===== src/rtl/core/dfrc_pkg.sv =====
// ----------------------------------------------------------------------------
// dfrc_pkg
// Shared types and constants of the directional focus rectangle comparator.
// ----------------------------------------------------------------------------
`default_nettype none

package dfrc_pkg;

    localparam int DFRC_COORD_WIDTH = 16;
    localparam int DFRC_CFG_IDX_W   = 3;

    // Configuration register map
    typedef enum logic [DFRC_CFG_IDX_W-1:0] {
        REG_NODE_LEFT,
        REG_NODE_TOP,
        REG_NODE_RIGHT,
        REG_NODE_BOTTOM,
        REG_SEARCH_DIR
    } dfrc_reg_idx_t;

    typedef enum logic [1:0] {
        DIR_UP,
        DIR_DOWN,
        DIR_LEFT,
        DIR_RIGHT
    } dfrc_dir_t;

    // Per-rectangle geometric tests against the source rectangle
    typedef struct packed {
        logic cand;     // lies further along the search direction at both edges
        logic beam;     // overlaps the source on the cross axis
        logic to_dir;   // fully past the source's leading edge
    } dfrc_flags_t;

endpackage

`default_nettype wire


===== src/rtl/core/dfrc_in_if.sv =====
// ----------------------------------------------------------------------------
// dfrc_in_if
// Input channel: candidate and current best rectangles, one pair per item.
// ----------------------------------------------------------------------------
`default_nettype none

interface dfrc_in_if import dfrc_pkg::*; #(
    parameter int COORD_WIDTH = DFRC_COORD_WIDTH
) ();
    logic                          valid;
    logic                          ready;
    logic signed [COORD_WIDTH-1:0] item_left;
    logic signed [COORD_WIDTH-1:0] item_top;
    logic signed [COORD_WIDTH-1:0] item_right;
    logic signed [COORD_WIDTH-1:0] item_bottom;
    logic signed [COORD_WIDTH-1:0] best_left;
    logic signed [COORD_WIDTH-1:0] best_top;
    logic signed [COORD_WIDTH-1:0] best_right;
    logic signed [COORD_WIDTH-1:0] best_bottom;

    modport source (
        output valid, item_left, item_top, item_right, item_bottom,
        output best_left, best_top, best_right, best_bottom,
        input  ready
    );

    modport sink (
        input  valid, item_left, item_top, item_right, item_bottom,
        input  best_left, best_top, best_right, best_bottom,
        output ready
    );
endinterface

`default_nettype wire


===== src/rtl/core/dfrc_out_if.sv =====
// ----------------------------------------------------------------------------
// dfrc_out_if
// Result channel: one decision bit per item.
// ----------------------------------------------------------------------------
`default_nettype none

interface dfrc_out_if ();
    logic valid;
    logic ready;
    logic item_is_better;

    modport source (
        output valid, item_is_better,
        input  ready
    );

    modport sink (
        input  valid, item_is_better,
        output ready
    );
endinterface

`default_nettype wire


===== src/rtl/core/dfrc_cfg_if.sv =====
// ----------------------------------------------------------------------------
// dfrc_cfg_if
// Configuration write channel: register index and write data.
// ----------------------------------------------------------------------------
`default_nettype none

interface dfrc_cfg_if import dfrc_pkg::*; #(
    parameter int COORD_WIDTH = DFRC_COORD_WIDTH
) ();
    logic                      valid;
    logic                      ready;
    logic [DFRC_CFG_IDX_W-1:0] index;
    logic [COORD_WIDTH-1:0]    data;

    modport source (
        output valid, index, data,
        input  ready
    );

    modport sink (
        input  valid, index, data,
        output ready
    );
endinterface

`default_nettype wire


===== src/rtl/core/dfrc_cfg_regs.sv =====
// ----------------------------------------------------------------------------
// dfrc_cfg_regs
// Source rectangle and search direction registers behind the write channel.
// ----------------------------------------------------------------------------
`default_nettype none

module dfrc_cfg_regs import dfrc_pkg::*; #(
    parameter int COORD_WIDTH = DFRC_COORD_WIDTH
) (
    input  logic                          clk,
    input  logic                          rst_n,
    dfrc_cfg_if.sink                      cfg,
    output logic signed [COORD_WIDTH-1:0] node_left,
    output logic signed [COORD_WIDTH-1:0] node_top,
    output logic signed [COORD_WIDTH-1:0] node_right,
    output logic signed [COORD_WIDTH-1:0] node_bottom,
    output dfrc_dir_t                     search_direction
);

    logic signed [COORD_WIDTH-1:0] node_left_reg;
    logic signed [COORD_WIDTH-1:0] node_top_reg;
    logic signed [COORD_WIDTH-1:0] node_right_reg;
    logic signed [COORD_WIDTH-1:0] node_bottom_reg;
    dfrc_dir_t                     dir_reg;

    // Writes are always accepted
    assign cfg.ready = 1'b1;

    always_ff @(posedge clk or negedge rst_n)
    begin
        if (!rst_n)
        begin
            node_left_reg   <= '0;
            node_top_reg    <= '0;
            node_right_reg  <= '0;
            node_bottom_reg <= '0;
            dir_reg         <= DIR_UP;
        end
        else if (cfg.valid)
        begin
            unique case (cfg.index)
                REG_NODE_LEFT:   node_left_reg   <= cfg.data;
                REG_NODE_TOP:    node_top_reg    <= cfg.data;
                REG_NODE_RIGHT:  node_right_reg  <= cfg.data;
                REG_NODE_BOTTOM: node_bottom_reg <= cfg.data;
                REG_SEARCH_DIR:  dir_reg         <= dfrc_dir_t'(cfg.data[1:0]);
                default:         ;  // unmapped index, write dropped
            endcase
        end
    end

    assign node_left        = node_left_reg;
    assign node_top         = node_top_reg;
    assign node_right       = node_right_reg;
    assign node_bottom      = node_bottom_reg;
    assign search_direction = dir_reg;

endmodule

`default_nettype wire


===== src/rtl/core/dfrc_rect_eval.sv =====
// ----------------------------------------------------------------------------
// dfrc_rect_eval
// Geometry of one rectangle against the source: tests, distances, weight.
// ----------------------------------------------------------------------------
`default_nettype none

module dfrc_rect_eval import dfrc_pkg::*; #(
    parameter int COORD_WIDTH = DFRC_COORD_WIDTH
) (
    input  logic signed [COORD_WIDTH-1:0] node_left,
    input  logic signed [COORD_WIDTH-1:0] node_top,
    input  logic signed [COORD_WIDTH-1:0] node_right,
    input  logic signed [COORD_WIDTH-1:0] node_bottom,
    input  logic signed [COORD_WIDTH-1:0] rect_left,
    input  logic signed [COORD_WIDTH-1:0] rect_top,
    input  logic signed [COORD_WIDTH-1:0] rect_right,
    input  logic signed [COORD_WIDTH-1:0] rect_bottom,
    input  logic                          horiz,
    input  logic                          neg,
    output dfrc_flags_t                   flags,
    output logic [COORD_WIDTH-1:0]        near_major,
    output logic [COORD_WIDTH-1:0]        far_major,
    output logic [2*COORD_WIDTH+6:0]      weight
);

    localparam int W = COORD_WIDTH;

    // Major / cross axis views, sign extended by one bit
    logic signed [W:0]   n_mlo, n_mhi, n_clo, n_chi;
    logic signed [W:0]   r_mlo, r_mhi, r_clo, r_chi;
    logic signed [W:0]   d_near, d_far;
    logic signed [W:0]   sum_n, sum_r;
    logic signed [W+1:0] d_minor;
    logic [W+1:0]        d_minor_u;
    logic [W+1:0]        minor_mag;
    logic [2*W-1:0]      near_sq;
    logic [2*W+3:0]      minor_sq;
    logic [2*W+6:0]      near_sq_x;

    always_comb
    begin
        if (horiz)
        begin
            n_mlo = {node_left[W-1],   node_left};
            n_mhi = {node_right[W-1],  node_right};
            n_clo = {node_top[W-1],    node_top};
            n_chi = {node_bottom[W-1], node_bottom};
            r_mlo = {rect_left[W-1],   rect_left};
            r_mhi = {rect_right[W-1],  rect_right};
            r_clo = {rect_top[W-1],    rect_top};
            r_chi = {rect_bottom[W-1], rect_bottom};
        end
        else
        begin
            n_mlo = {node_top[W-1],    node_top};
            n_mhi = {node_bottom[W-1], node_bottom};
            n_clo = {node_left[W-1],   node_left};
            n_chi = {node_right[W-1],  node_right};
            r_mlo = {rect_top[W-1],    rect_top};
            r_mhi = {rect_bottom[W-1], rect_bottom};
            r_clo = {rect_left[W-1],   rect_left};
            r_chi = {rect_right[W-1],  rect_right};
        end
    end

    always_comb
    begin
        if (neg)
        begin
            flags.cand   = (n_mlo > r_mlo) && (n_mhi > r_mhi);
            flags.to_dir = (n_mlo >= r_mhi);
            d_near       = n_mlo - r_mhi;
            d_far        = n_mlo - r_mlo;
        end
        else
        begin
            flags.cand   = (n_mlo < r_mlo) && (n_mhi < r_mhi);
            flags.to_dir = (n_mhi <= r_mlo);
            d_near       = r_mlo - n_mhi;
            d_far        = r_mhi - n_mhi;
        end
        flags.beam = (n_clo < r_chi) && (r_clo < n_chi);
    end

    // Near gap clamped at zero, far gap clamped at one
    assign near_major = (!d_near[W] && (d_near != '0)) ? d_near[W-1:0] : '0;
    assign far_major  = (!d_far[W] && (d_far[W:1] != '0)) ? d_far[W-1:0]
                                                          : {{(W-1){1'b0}}, 1'b1};

    // Doubled centers keep the half bit exact
    assign sum_n     = n_clo + n_chi;
    assign sum_r     = r_clo + r_chi;
    assign d_minor   = {sum_n[W], sum_n} - {sum_r[W], sum_r};
    assign d_minor_u = d_minor;
    assign minor_mag = d_minor_u[W+1] ? (~d_minor_u + 1'b1) : d_minor_u;

    assign near_sq   = near_major * near_major;
    assign minor_sq  = minor_mag * minor_mag;
    assign near_sq_x = {7'b0, near_sq};

    // 52 * major^2 + minor2^2, with 52 = 32 + 16 + 4
    assign weight = (near_sq_x << 5) + (near_sq_x << 4) + (near_sq_x << 2)
                  + {3'b0, minor_sq};

endmodule

`default_nettype wire


===== src/rtl/core/dfrc_decide.sv =====
// ----------------------------------------------------------------------------
// dfrc_decide
// Priority rules that turn both rectangles' geometry into the final verdict.
// ----------------------------------------------------------------------------
`default_nettype none

module dfrc_decide import dfrc_pkg::*; #(
    parameter int COORD_WIDTH = DFRC_COORD_WIDTH
) (
    input  dfrc_flags_t                flags_item,
    input  dfrc_flags_t                flags_best,
    input  logic [COORD_WIDTH-1:0]     near_item,
    input  logic [COORD_WIDTH-1:0]     far_item,
    input  logic [COORD_WIDTH-1:0]     near_best,
    input  logic [COORD_WIDTH-1:0]     far_best,
    input  logic [2*COORD_WIDTH+6:0]   weight_item,
    input  logic [2*COORD_WIDTH+6:0]   weight_best,
    input  logic                       horiz,
    output logic                       item_is_better
);

    logic item_beats_best;
    logic best_beats_item;

    // Outright win: winner in the beam, loser out of it, and the loser either
    // not fully past the source, farther than the winner's near gap, or the search horizontal
    assign item_beats_best = flags_item.beam && !flags_best.beam &&
                             (!flags_best.to_dir || horiz || (near_item < far_best));
    assign best_beats_item = flags_best.beam && !flags_item.beam &&
                             (!flags_item.to_dir || horiz || (near_best < far_item));

    always_comb
    begin
        if (!flags_item.cand)
            item_is_better = 1'b0;
        else if (!flags_best.cand)
            item_is_better = 1'b1;
        else if (item_beats_best)
            item_is_better = 1'b1;
        else if (best_beats_item)
            item_is_better = 1'b0;
        else
            item_is_better = (weight_item < weight_best);
    end

endmodule

`default_nettype wire


===== src/rtl/core/directional_focus_rect_compare_top.sv =====
// ----------------------------------------------------------------------------
// directional_focus_rect_compare_top
// Streams candidate/best rectangle pairs and flags when the candidate wins.
// ----------------------------------------------------------------------------
// Usage:
//   cfg  - write channel for the source rectangle (indexes 0..3: left, top,
//          right, bottom) and the search direction (index 4: 0 up, 1 down,
//          2 left, 3 right). Always ready; write only while no item is in
//          flight. Unmapped indexes are dropped.
//   req  - one item = candidate rectangle plus current best rectangle.
//   rsp  - one item = item_is_better for the matching request, in order.
// Path: an accepted request lands in the input register; its result is
//   then registered in the result register and offered on rsp.
// Throughput: one item per cycle. The input register and the result
//   register form a two-deep pipeline, so req stays ready while a finished
//   result waits; req.ready only drops when both stages are full and rsp
//   is stalled. The path between the two registers holds four parallel
//   squarers (two COORD_WIDTH, two COORD_WIDTH+2 bits wide), adders and compares.
// Reset: clears both pipeline valid bits and all configuration registers
//   (source rectangle at zero, direction up). No clearing pass is needed.
// ----------------------------------------------------------------------------
`default_nettype none

module directional_focus_rect_compare_top import dfrc_pkg::*; #(
    parameter int COORD_WIDTH = DFRC_COORD_WIDTH
) (
    input  logic        clk,
    input  logic        rst_n,
    dfrc_cfg_if.sink    cfg,
    dfrc_in_if.sink     req,
    dfrc_out_if.source  rsp
);

    localparam int W = COORD_WIDTH;

    // Configuration
    logic signed [W-1:0] node_left, node_top, node_right, node_bottom;
    dfrc_dir_t           search_direction;
    logic                horiz;
    logic                neg;

    // Input register stage
    logic                s1_valid_reg;
    logic signed [W-1:0] item_left_reg, item_top_reg, item_right_reg, item_bottom_reg;
    logic signed [W-1:0] best_left_reg, best_top_reg, best_right_reg, best_bottom_reg;

    // Evaluation results
    dfrc_flags_t         flags_item, flags_best;
    logic [W-1:0]        near_item, far_item, near_best, far_best;
    logic [2*W+6:0]      weight_item, weight_best;
    logic                better_next;

    // Result register stage
    logic                out_valid_reg;
    logic                better_reg;
    logic                out_advance;

    dfrc_cfg_regs #(
        .COORD_WIDTH (COORD_WIDTH)
    ) u_cfg (
        .clk              (clk),
        .rst_n            (rst_n),
        .cfg              (cfg),
        .node_left        (node_left),
        .node_top         (node_top),
        .node_right       (node_right),
        .node_bottom      (node_bottom),
        .search_direction (search_direction)
    );

    // Horizontal search uses x as the major axis; up and left look negative
    assign horiz = (search_direction == DIR_LEFT) || (search_direction == DIR_RIGHT);
    assign neg   = (search_direction == DIR_UP)   || (search_direction == DIR_LEFT);

    // Pipeline handshake: result slot frees when empty or being taken
    assign out_advance = !out_valid_reg || rsp.ready;
    assign req.ready   = !s1_valid_reg || out_advance;

    always_ff @(posedge clk or negedge rst_n)
    begin
        if (!rst_n)
            s1_valid_reg <= 1'b0;
        else if (req.ready)
            s1_valid_reg <= req.valid;
    end

    always_ff @(posedge clk)
    begin
        if (req.ready && req.valid)
        begin
            item_left_reg   <= req.item_left;
            item_top_reg    <= req.item_top;
            item_right_reg  <= req.item_right;
            item_bottom_reg <= req.item_bottom;
            best_left_reg   <= req.best_left;
            best_top_reg    <= req.best_top;
            best_right_reg  <= req.best_right;
            best_bottom_reg <= req.best_bottom;
        end
    end

    dfrc_rect_eval #(
        .COORD_WIDTH (COORD_WIDTH)
    ) u_eval_item (
        .node_left   (node_left),
        .node_top    (node_top),
        .node_right  (node_right),
        .node_bottom (node_bottom),
        .rect_left   (item_left_reg),
        .rect_top    (item_top_reg),
        .rect_right  (item_right_reg),
        .rect_bottom (item_bottom_reg),
        .horiz       (horiz),
        .neg         (neg),
        .flags       (flags_item),
        .near_major  (near_item),
        .far_major   (far_item),
        .weight      (weight_item)
    );

    dfrc_rect_eval #(
        .COORD_WIDTH (COORD_WIDTH)
    ) u_eval_best (
        .node_left   (node_left),
        .node_top    (node_top),
        .node_right  (node_right),
        .node_bottom (node_bottom),
        .rect_left   (best_left_reg),
        .rect_top    (best_top_reg),
        .rect_right  (best_right_reg),
        .rect_bottom (best_bottom_reg),
        .horiz       (horiz),
        .neg         (neg),
        .flags       (flags_best),
        .near_major  (near_best),
        .far_major   (far_best),
        .weight      (weight_best)
    );

    dfrc_decide #(
        .COORD_WIDTH (COORD_WIDTH)
    ) u_decide (
        .flags_item     (flags_item),
        .flags_best     (flags_best),
        .near_item      (near_item),
        .far_item       (far_item),
        .near_best      (near_best),
        .far_best       (far_best),
        .weight_item    (weight_item),
        .weight_best    (weight_best),
        .horiz          (horiz),
        .item_is_better (better_next)
    );

    always_ff @(posedge clk or negedge rst_n)
    begin
        if (!rst_n)
            out_valid_reg <= 1'b0;
        else if (out_advance)
            out_valid_reg <= s1_valid_reg;
    end

    always_ff @(posedge clk)
    begin
        if (out_advance && s1_valid_reg)
            better_reg <= better_next;
    end

    assign rsp.valid          = out_valid_reg;
    assign rsp.item_is_better = better_reg;

endmodule

`default_nettype wire


===== src/flat_wrapper.sv =====
// flat-port wrapper written by rule: the top's interface ports become plain ports
module directional_focus_rect_compare_top_flat import dfrc_pkg::*;
#(
    parameter int COORD_WIDTH = DFRC_COORD_WIDTH
)
  (clk, rst_n, cfg_valid, cfg_index, cfg_data, cfg_ready, req_valid, req_item_left, req_item_top, req_item_right, req_item_bottom, req_best_left, req_best_top, req_best_right, req_best_bottom, req_ready, rsp_valid, rsp_item_is_better, rsp_ready);
  dfrc_cfg_if #(.COORD_WIDTH(COORD_WIDTH)) cfg_i ();
  dfrc_in_if #(.COORD_WIDTH(COORD_WIDTH)) req_i ();
  dfrc_out_if rsp_i ();
  input  logic clk;
  input  logic rst_n;
  input wire logic [$bits(cfg_i.valid)-1:0] cfg_valid;
  input wire logic [$bits(cfg_i.index)-1:0] cfg_index;
  input wire logic [$bits(cfg_i.data)-1:0] cfg_data;
  output wire logic [$bits(cfg_i.ready)-1:0] cfg_ready;
  input wire logic [$bits(req_i.valid)-1:0] req_valid;
  input wire logic [$bits(req_i.item_left)-1:0] req_item_left;
  input wire logic [$bits(req_i.item_top)-1:0] req_item_top;
  input wire logic [$bits(req_i.item_right)-1:0] req_item_right;
  input wire logic [$bits(req_i.item_bottom)-1:0] req_item_bottom;
  input wire logic [$bits(req_i.best_left)-1:0] req_best_left;
  input wire logic [$bits(req_i.best_top)-1:0] req_best_top;
  input wire logic [$bits(req_i.best_right)-1:0] req_best_right;
  input wire logic [$bits(req_i.best_bottom)-1:0] req_best_bottom;
  output wire logic [$bits(req_i.ready)-1:0] req_ready;
  output wire logic [$bits(rsp_i.valid)-1:0] rsp_valid;
  output wire logic [$bits(rsp_i.item_is_better)-1:0] rsp_item_is_better;
  input wire logic [$bits(rsp_i.ready)-1:0] rsp_ready;
  assign cfg_i.valid = cfg_valid;
  assign cfg_i.index = cfg_index;
  assign cfg_i.data = cfg_data;
  assign cfg_ready = cfg_i.ready;
  assign req_i.valid = req_valid;
  assign req_i.item_left = req_item_left;
  assign req_i.item_top = req_item_top;
  assign req_i.item_right = req_item_right;
  assign req_i.item_bottom = req_item_bottom;
  assign req_i.best_left = req_best_left;
  assign req_i.best_top = req_best_top;
  assign req_i.best_right = req_best_right;
  assign req_i.best_bottom = req_best_bottom;
  assign req_ready = req_i.ready;
  assign rsp_valid = rsp_i.valid;
  assign rsp_item_is_better = rsp_i.item_is_better;
  assign rsp_i.ready = rsp_ready;
  directional_focus_rect_compare_top #(.COORD_WIDTH(COORD_WIDTH)) u_core (.clk(clk), .rst_n(rst_n), .cfg(cfg_i), .req(req_i), .rsp(rsp_i));
endmodule

===== config.mk =====
export PLATFORM = sky130hd
export DESIGN_NAME = directional_focus_rect_compare_top_flat
export DESIGN_NICKNAME = d
export VERILOG_FILES = /design/src/rtl/core/dfrc_pkg.sv /design/src/rtl/core/dfrc_in_if.sv /design/src/rtl/core/dfrc_out_if.sv /design/src/rtl/core/dfrc_cfg_if.sv /design/src/rtl/core/dfrc_cfg_regs.sv /design/src/rtl/core/dfrc_rect_eval.sv /design/src/rtl/core/dfrc_decide.sv /design/src/rtl/core/directional_focus_rect_compare_top.sv /design/src/flat_wrapper.sv
export SDC_FILE = /design/constraint.sdc
export NUM_CORES = 2
export LEC_CHECK = 0
export BUFFER_PORTS_ARGS = -buffer_cell sky130_fd_sc_hd__buf_4
export CAP_MARGIN = 15
export CORE_MARGIN = 5
export CORE_UTILIZATION = 69
export CTS_CLUSTER_DIAMETER = 40
export CTS_CLUSTER_SIZE = 8
export DETAILED_ROUTE_END_ITERATION = 10
export MAX_ROUTING_LAYER = met4
export PLACE_DENSITY = 0.87
export SETUP_SLACK_MARGIN = 0.15
export SKIP_CTS_REPAIR_TIMING = 1
export SLEW_MARGIN = 10
export SYNTH_ARGS = -nofsm -noshare
export SYNTH_HDL_FRONTEND = slang
export SYNTH_SLANG_ARGS = --single-unit

===== constraint.sdc =====
create_clock -name clk -period 59.7 [get_ports clk]
set_input_delay 2.985 -clock clk [delete_from_list [all_inputs] [get_ports clk]]
set_output_delay 2.985 -clock clk [all_outputs]
set_load 0.02 [all_outputs]

Word level (Yosys, flattened, before mapping)
Cells that the tools add are included.
Storage, ports and cells
  register bits: 197
  input bits: 152
  output and inout bits: 4
  word-level logic and storage cells: 142
Cells by class
  $add $sub $neg: 21
  multipliers: 4
  magnitude comparators: 19
  equality and inequality tests: 6
  muxes and demuxes: 29
  bitwise operators: 2
  reductions and logical operators: 45
Operator list (number)
  $mux W17: 16
  $lt A17 B17 Y1: 8
  $sub A17 B17 Y17: 8
  $add A38 B34 Y39: 2
  $add A39 B36 Y39: 2
  $add A37 B36 Y38: 2
  $mul A18 B18 Y36: 2
  $gt A17 B17 Y1: 4
  $mul A16 B16 Y32: 2
  $mux W16: 4
  $add A17 B17 Y17: 3
  $lt A39 B39 Y1: 1
  $add A18 B1 Y18 const B: 2
  $mux W18: 2
  $not A18 Y18: 2
  $sub A17 B17 Y18: 2
  $ge A17 B17 Y1: 2
  $le A17 B17 Y1: 2
  $reduce_bool A17 Y1: 2
  $lt A16 B16 Y1: 2
  $reduce_bool A16 Y1: 2
  $logic_and A1 B1 Y1: 16
  $logic_not A1 Y1: 10
  $reduce_and A2 Y1: 5
  8 further kinds: 23

Depth between registers and ports, before layout
  depth in word-level cells: 16
  depth in mapped cells: 87
  depth with buffers taken out: 72

Modules after synthesis
From an unflattened synthesis, not the netlist that was laid out.
Unflattened totals
  cells, all modules: 7072
  area, all modules: 62613.8 um2
By module, submodules not included
  dfrc_rect_eval at u_core.u_eval_best: instances 1, cells an instance 3305, area an instance 27313.7 um2, seq. area each 0.0 um2
  dfrc_rect_eval at u_core.u_eval_item: instances 1, cells an instance 3235, area an instance 27032.2 um2, seq. area each 0.0 um2
  directional_focus_rect_compare_top: instances 1, cells an instance 139, area an instance 3985.1 um2, seq. area each 3923.8 um2
  dfrc_cfg_regs: instances 1, cells an instance 145, area an instance 2551.2 um2, seq. area each 1651.6 um2
  dfrc_decide: instances 1, cells an instance 248, area an instance 1731.7 um2, seq. area each 0.0 um2

Least setup slack after synthesis
Ideal clock, no wire load.
  kind: reg-to-reg
  start: register u_core.u_cfg.dir_reg[1] (netlist: u_core.u_cfg.search_direction[1])
  end: register u_core.better_reg (netlist: u_core.rsp.item_is_better) (data pin)
  setup time: 130 ps
  arrival: 18735 ps
  data required time: 59570 ps
  path slack: 40835 ps
  stages on the path, launching flop included: 87
  path buffers: 14
  period minus slack after synthesis: 18865 ps
  cell sequence: dfrtp_1 buf_6 buf_6 buf_6 buf_6 buf_6 buf_6 buf_2 buf_2 buf_2 clkbuf_1 clkbuf_1 clkbuf_1 clkbuf_1 mux2i_1 ha_1 inv_1 ha_1 [51 not listed] a21oi_1 nor2b_1 o21ai_0 a21oi_1 xnor2_1 ha_1 nand2_1 or2_2 o21ai_0 a2bb2oi_1 a2111oi_0 o21ai_0 a2111oi_0 o311ai_0 a211o_1 and4_1 a21oi_1 o211a_1
Between the ends
  cells in the longest elaborated chain, start to end: 16
  elaborated cells between the ends (all ways): 110
  those cells by class: add/sub (21); mul (4); order compare (19); eq/ne (2); mux (29); bitwise (2); reduce/logical (33)
RTL lines
  start, declared: RTL line dfrc_cfg_regs.sv:24  | dfrc_dir_t dir_reg;
  start signal, assigned: RTL line dfrc_cfg_regs.sv:46  | REG_SEARCH_DIR: dir_reg <= dfrc_dir_t'(cfg.data[1:0]);
  $eq A2 B2 Y1 (on tied branches): RTL line directional_focus_rect_compare_top.sv:72, directional_focus_rect_compare_top.sv:73
  $logic_or A1 B1 Y1: RTL line directional_focus_rect_compare_top.sv:72  | assign horiz = (search_direction == DIR_LEFT) || (search_direction == DIR_RIGHT);
  $mux W17: RTL line dfrc_rect_eval.sv:42  | if (horiz)
  $sub A17 B17 Y17 (on tied branches): RTL line dfrc_rect_eval.sv:79, dfrc_rect_eval.sv:72
  $mux W17: RTL line dfrc_rect_eval.sv:68  | if (neg)
  $reduce_bool A17 Y1 or $logic_not A1 Y1 (tied branches): RTL line dfrc_rect_eval.sv:86  | assign near_major = (!d_near[W] && (d_near != '0)) ? d_near[W-1:0] : '0;
  $logic_and A1 B1 Y1: RTL line dfrc_rect_eval.sv:86
  $mux W16: RTL line dfrc_rect_eval.sv:86
  $mul A16 B16 Y32: RTL line dfrc_rect_eval.sv:97  | assign near_sq = near_major * near_major;
  $add A37 B36 Y38: RTL line dfrc_rect_eval.sv:102  | assign weight = (near_sq_x << 5) + (near_sq_x << 4) + (near_sq_x << 2)
  $add A38 B34 Y39: RTL line dfrc_rect_eval.sv:102
  $add A39 B36 Y39: RTL line dfrc_rect_eval.sv:103  | + {3'b0, minor_sq};
  $lt A39 B39 Y1: RTL line dfrc_decide.sv:43  | item_is_better = (weight_item < weight_best);
  $mux W1: RTL line dfrc_decide.sv:40  | else if (best_beats_item)
  $mux W1: RTL line dfrc_decide.sv:38  | else if (item_beats_best)
  $mux W1: RTL line dfrc_decide.sv:36  | else if (!flags_best.cand)
  end signal, assigned: RTL line directional_focus_rect_compare_top.sv:166  | better_reg <= better_next;
  end, declared: RTL line directional_focus_rect_compare_top.sv:55  | logic better_reg;
Several ways; a longest one is shown, not always the timed one.
A chain may end at the register's enable or synchronous reset.

Final worst setup path
Same ends and word-level chain as after synthesis.

==> results.toml <==
[sta]
tns_ps = 0
fmax_mhz = 48.4
tightest_slew_ps = 1180
grt_setup_unrepaired = "no"
setup_viol = 0
setup_ws_ps = 39020
period_share_pct = 34.6
relSlewSlack_pct = 19.2
hold_violations = 0
finalCriticalPeriod_ps = 20680
fin_skew_ps = 14.1
final-max-slew-violation-count = 0

[critical_path]
critPathKind = "flip-flop to flip-flop"
rr_startpoint = "u_core.u_cfg.search_direction[1]$_DFFE_PN0P_"
r2r_slack_ps = 39020
worstPathMaxFanout = 86
crit_slowest_cell = "mux2i_1"
endpoint_kind = "flip-flop"
ff2ff_path_depth = 74
crit_path_start_kind = "flip-flop"
crit_required_ps = 60050
critPathMaxStageDelay_ps = 840
arrival_ps = 21030
startpoint = "u_core.u_cfg.search_direction[1]$_DFFE_PN0P_"
r2r_end = "u_core.rsp.item_is_better$_SDFFCE_PN0P_"

[cells_and_area]
drive_above_1_share_pct = 7.79
layout_commonest_cell = "inv_1"
nets = 9239
final_cell_mix = "inv_1 (1,647), fa_1 (943), ha_1 (701)"
design_area_um2 = 67400
area_growth_pct = 4.59

[die]
fp.dieArea_um2 = 99700
ios = 156
die_w_um = 316
die_h_um = 316
start_util_pct = 69.3
row_count = 112
core_region_area_um2 = 93000

[place]
gp_congestion = 1.11
place_area_um2 = 66800
io_buffers = 154
place_ws_ps = 39540
place_hpwl_um = 172000

[detailed_routing]
num_vias = 53900
drtIter0Drc = 5858
wire_per_inst_um = 23.3
drc = 0
drt-total-wl_um = 203000
ant_nets = 0
firstDrtPassIters = 8
viasPerCell = 6.19

[grt]
grtUsageTotal_pct = 41.9
grt_pass1_vias = 55500
grt_pass1_wl_um = 312000
grt-ovfl-total = 0
grt_start_max_net_pins = 181
antenna_found_initial = 2

[worst_hold_path]
whs_endpoint = "u_core.u_cfg.node_left[13]$_DFFE_PN0P_"
hp-start = "u_core.u_cfg.node_left[13]$_DFFE_PN0P_"
hold_depth = 1
min_path_type = "flip-flop to flip-flop"

[yosys]
synth.cell_area_um2 = 64500
ys_seq_elements = 197
ys_seq_area_share_pct = 8.65
async_reset_ff_share_pct = 34.5
synth_edf_count = 129
syn_inst = 7412
syn_avg_cell_area_um2 = 8.70
synthFlopType = "edfxtp_1"
ys_warn_count = 0
synth_cell_types = 104

[clocking]
h-tree-depth = 4
worst_skew_pair.late_latency_ps = 490
path_clk_slew_ps = 90
cts_sinks = 197
clock_path_buffers = 2
root_buffer = "clkbuf_16"
cts_buffers = 17
cts_tree = "done"

[run]
max_cap_violations = 0

[status]
status = "finished, final reports clean"
## worst max-delay path: cells and delay by family, from the launching register on
kind / cells / cell delay, ps
fa+ha+maj: 16 / 7360
compound gates: 26 / 5640
buf+inv: 15 / 2510
simple gates: 12 / 2030
mux: 2 / 1360
flops: 1 / 800
xor+xnor: 3 / 770
## worst max path at each step
| stage | cells after the start | slack [ps] | endpoint |
|---|---|---|---|
| 6_report | 74 | 39020 | u_core.rsp.item_is_better$_SDFFCE_PN0P_ |
| 5_1_grt | 74 | 37710 | u_core.rsp.item_is_better$_SDFFCE_PN0P_ |
| 4_1_cts | 74 | 39450 | u_core.rsp.item_is_better$_SDFFCE_PN0P_ |
| 3_5_place_dp | 74 | 39540 | u_core.rsp.item_is_better$_SDFFCE_PN0P_ |
| 3_3_place_gp | 74 | 40170 | u_core.rsp.item_is_better$_SDFFCE_PN0P_ |
| 2_1_floorplan | 86 | 40840 | u_core.rsp.item_is_better$_SDFFCE_PN0P_ |
## routing by layer
metal | track usage, % | part of all wire (%) | routed length (µm)
met1 | 51.8 | 37 | 76000
met2 | 63.8 | 44 | 89300
met3 | 8.78 | 10 | 20900
met4 | 25.5 | 8.1 | 16500
met5 | - | 0 | 0
## per-stage QoR
step                cells  util, %  hold slack, ps
finish               8711     72.5             543
detailed placement   8677     71.8             482
floorplan            7437        -             449
global route         8711     72.5             562
global placement     8676     71.8             460
CTS                  8709     72.5             533
## synth_stat cells (37+ instances only)
master    count  share of area (%)
a21o_1      115                1.3
a21oi_1     256                2.0
a31oi_1      49               0.48
and2_1       44               0.43
clkbuf_1    165               0.96
dfrtp_1      68                2.6
edfxtp_1    129                6.0
fa_1        943                 29
ha_1        701                 14
inv_1      1648                9.6
mux2_2      193                3.4
mux2i_1     135                2.1
nand2_1     403                2.3
nand2b_1    164                1.6
nand3_1      83               0.64
nor2_1      537                3.1
nor2b_1      91               0.88
nor3_1      106               0.82
nor3b_1      37               0.43
o211ai_1     40               0.47
o21a_1       38               0.44
o21ai_0     207                1.6
o21bai_1     44               0.51
or2_2        60               0.58
or3_1        46               0.45
xnor2_1     295                4.0
xor2_1      200                2.7
## cell type report
| type | instances | area [µm²] |
|---|---|---|
| Sequential cell | 197 | 5580 |
| Timing Repair Buffer | 229 | 1730 |
| Clock inverter | 14 | 190 |
| Tap cell | 1254 | 1570 |
| Multi-Input combinational cell | 5331 | 51700 |
| Clock buffer | 18 | 439 |
| Inverter | 1667 | 6260 |
| Fill cell | 6999 | 25600 |
| Antenna cell | 1 | 2.50 |
## kinds of logic (layout without fill, tap and decap cells)
| family | count (synthesis) | after routing | synth area share (%) |
|---|---|---|---|
| flip-flops | 197 | 197 | 8.65 |
| adder cells (fa/ha/maj) | 1677 | 1677 | 43.4 |
| other | 2 | 28 | 0.0116 |
| multiplexers | 328 | 328 | 5.47 |
| XOR/XNOR | 495 | 495 | 6.72 |
| buffers and inverters | 1909 | 1928 | 11.5 |
| AND/OR/NAND/NOR | 1735 | 1735 | 13.2 |
| AO/OA/AOI/OAI | 1069 | 1069 | 11.1 |
Power is left out: the tool's default activity adds up to more than one toggle a clock period on the data nets, which glitch-free logic cannot reach.
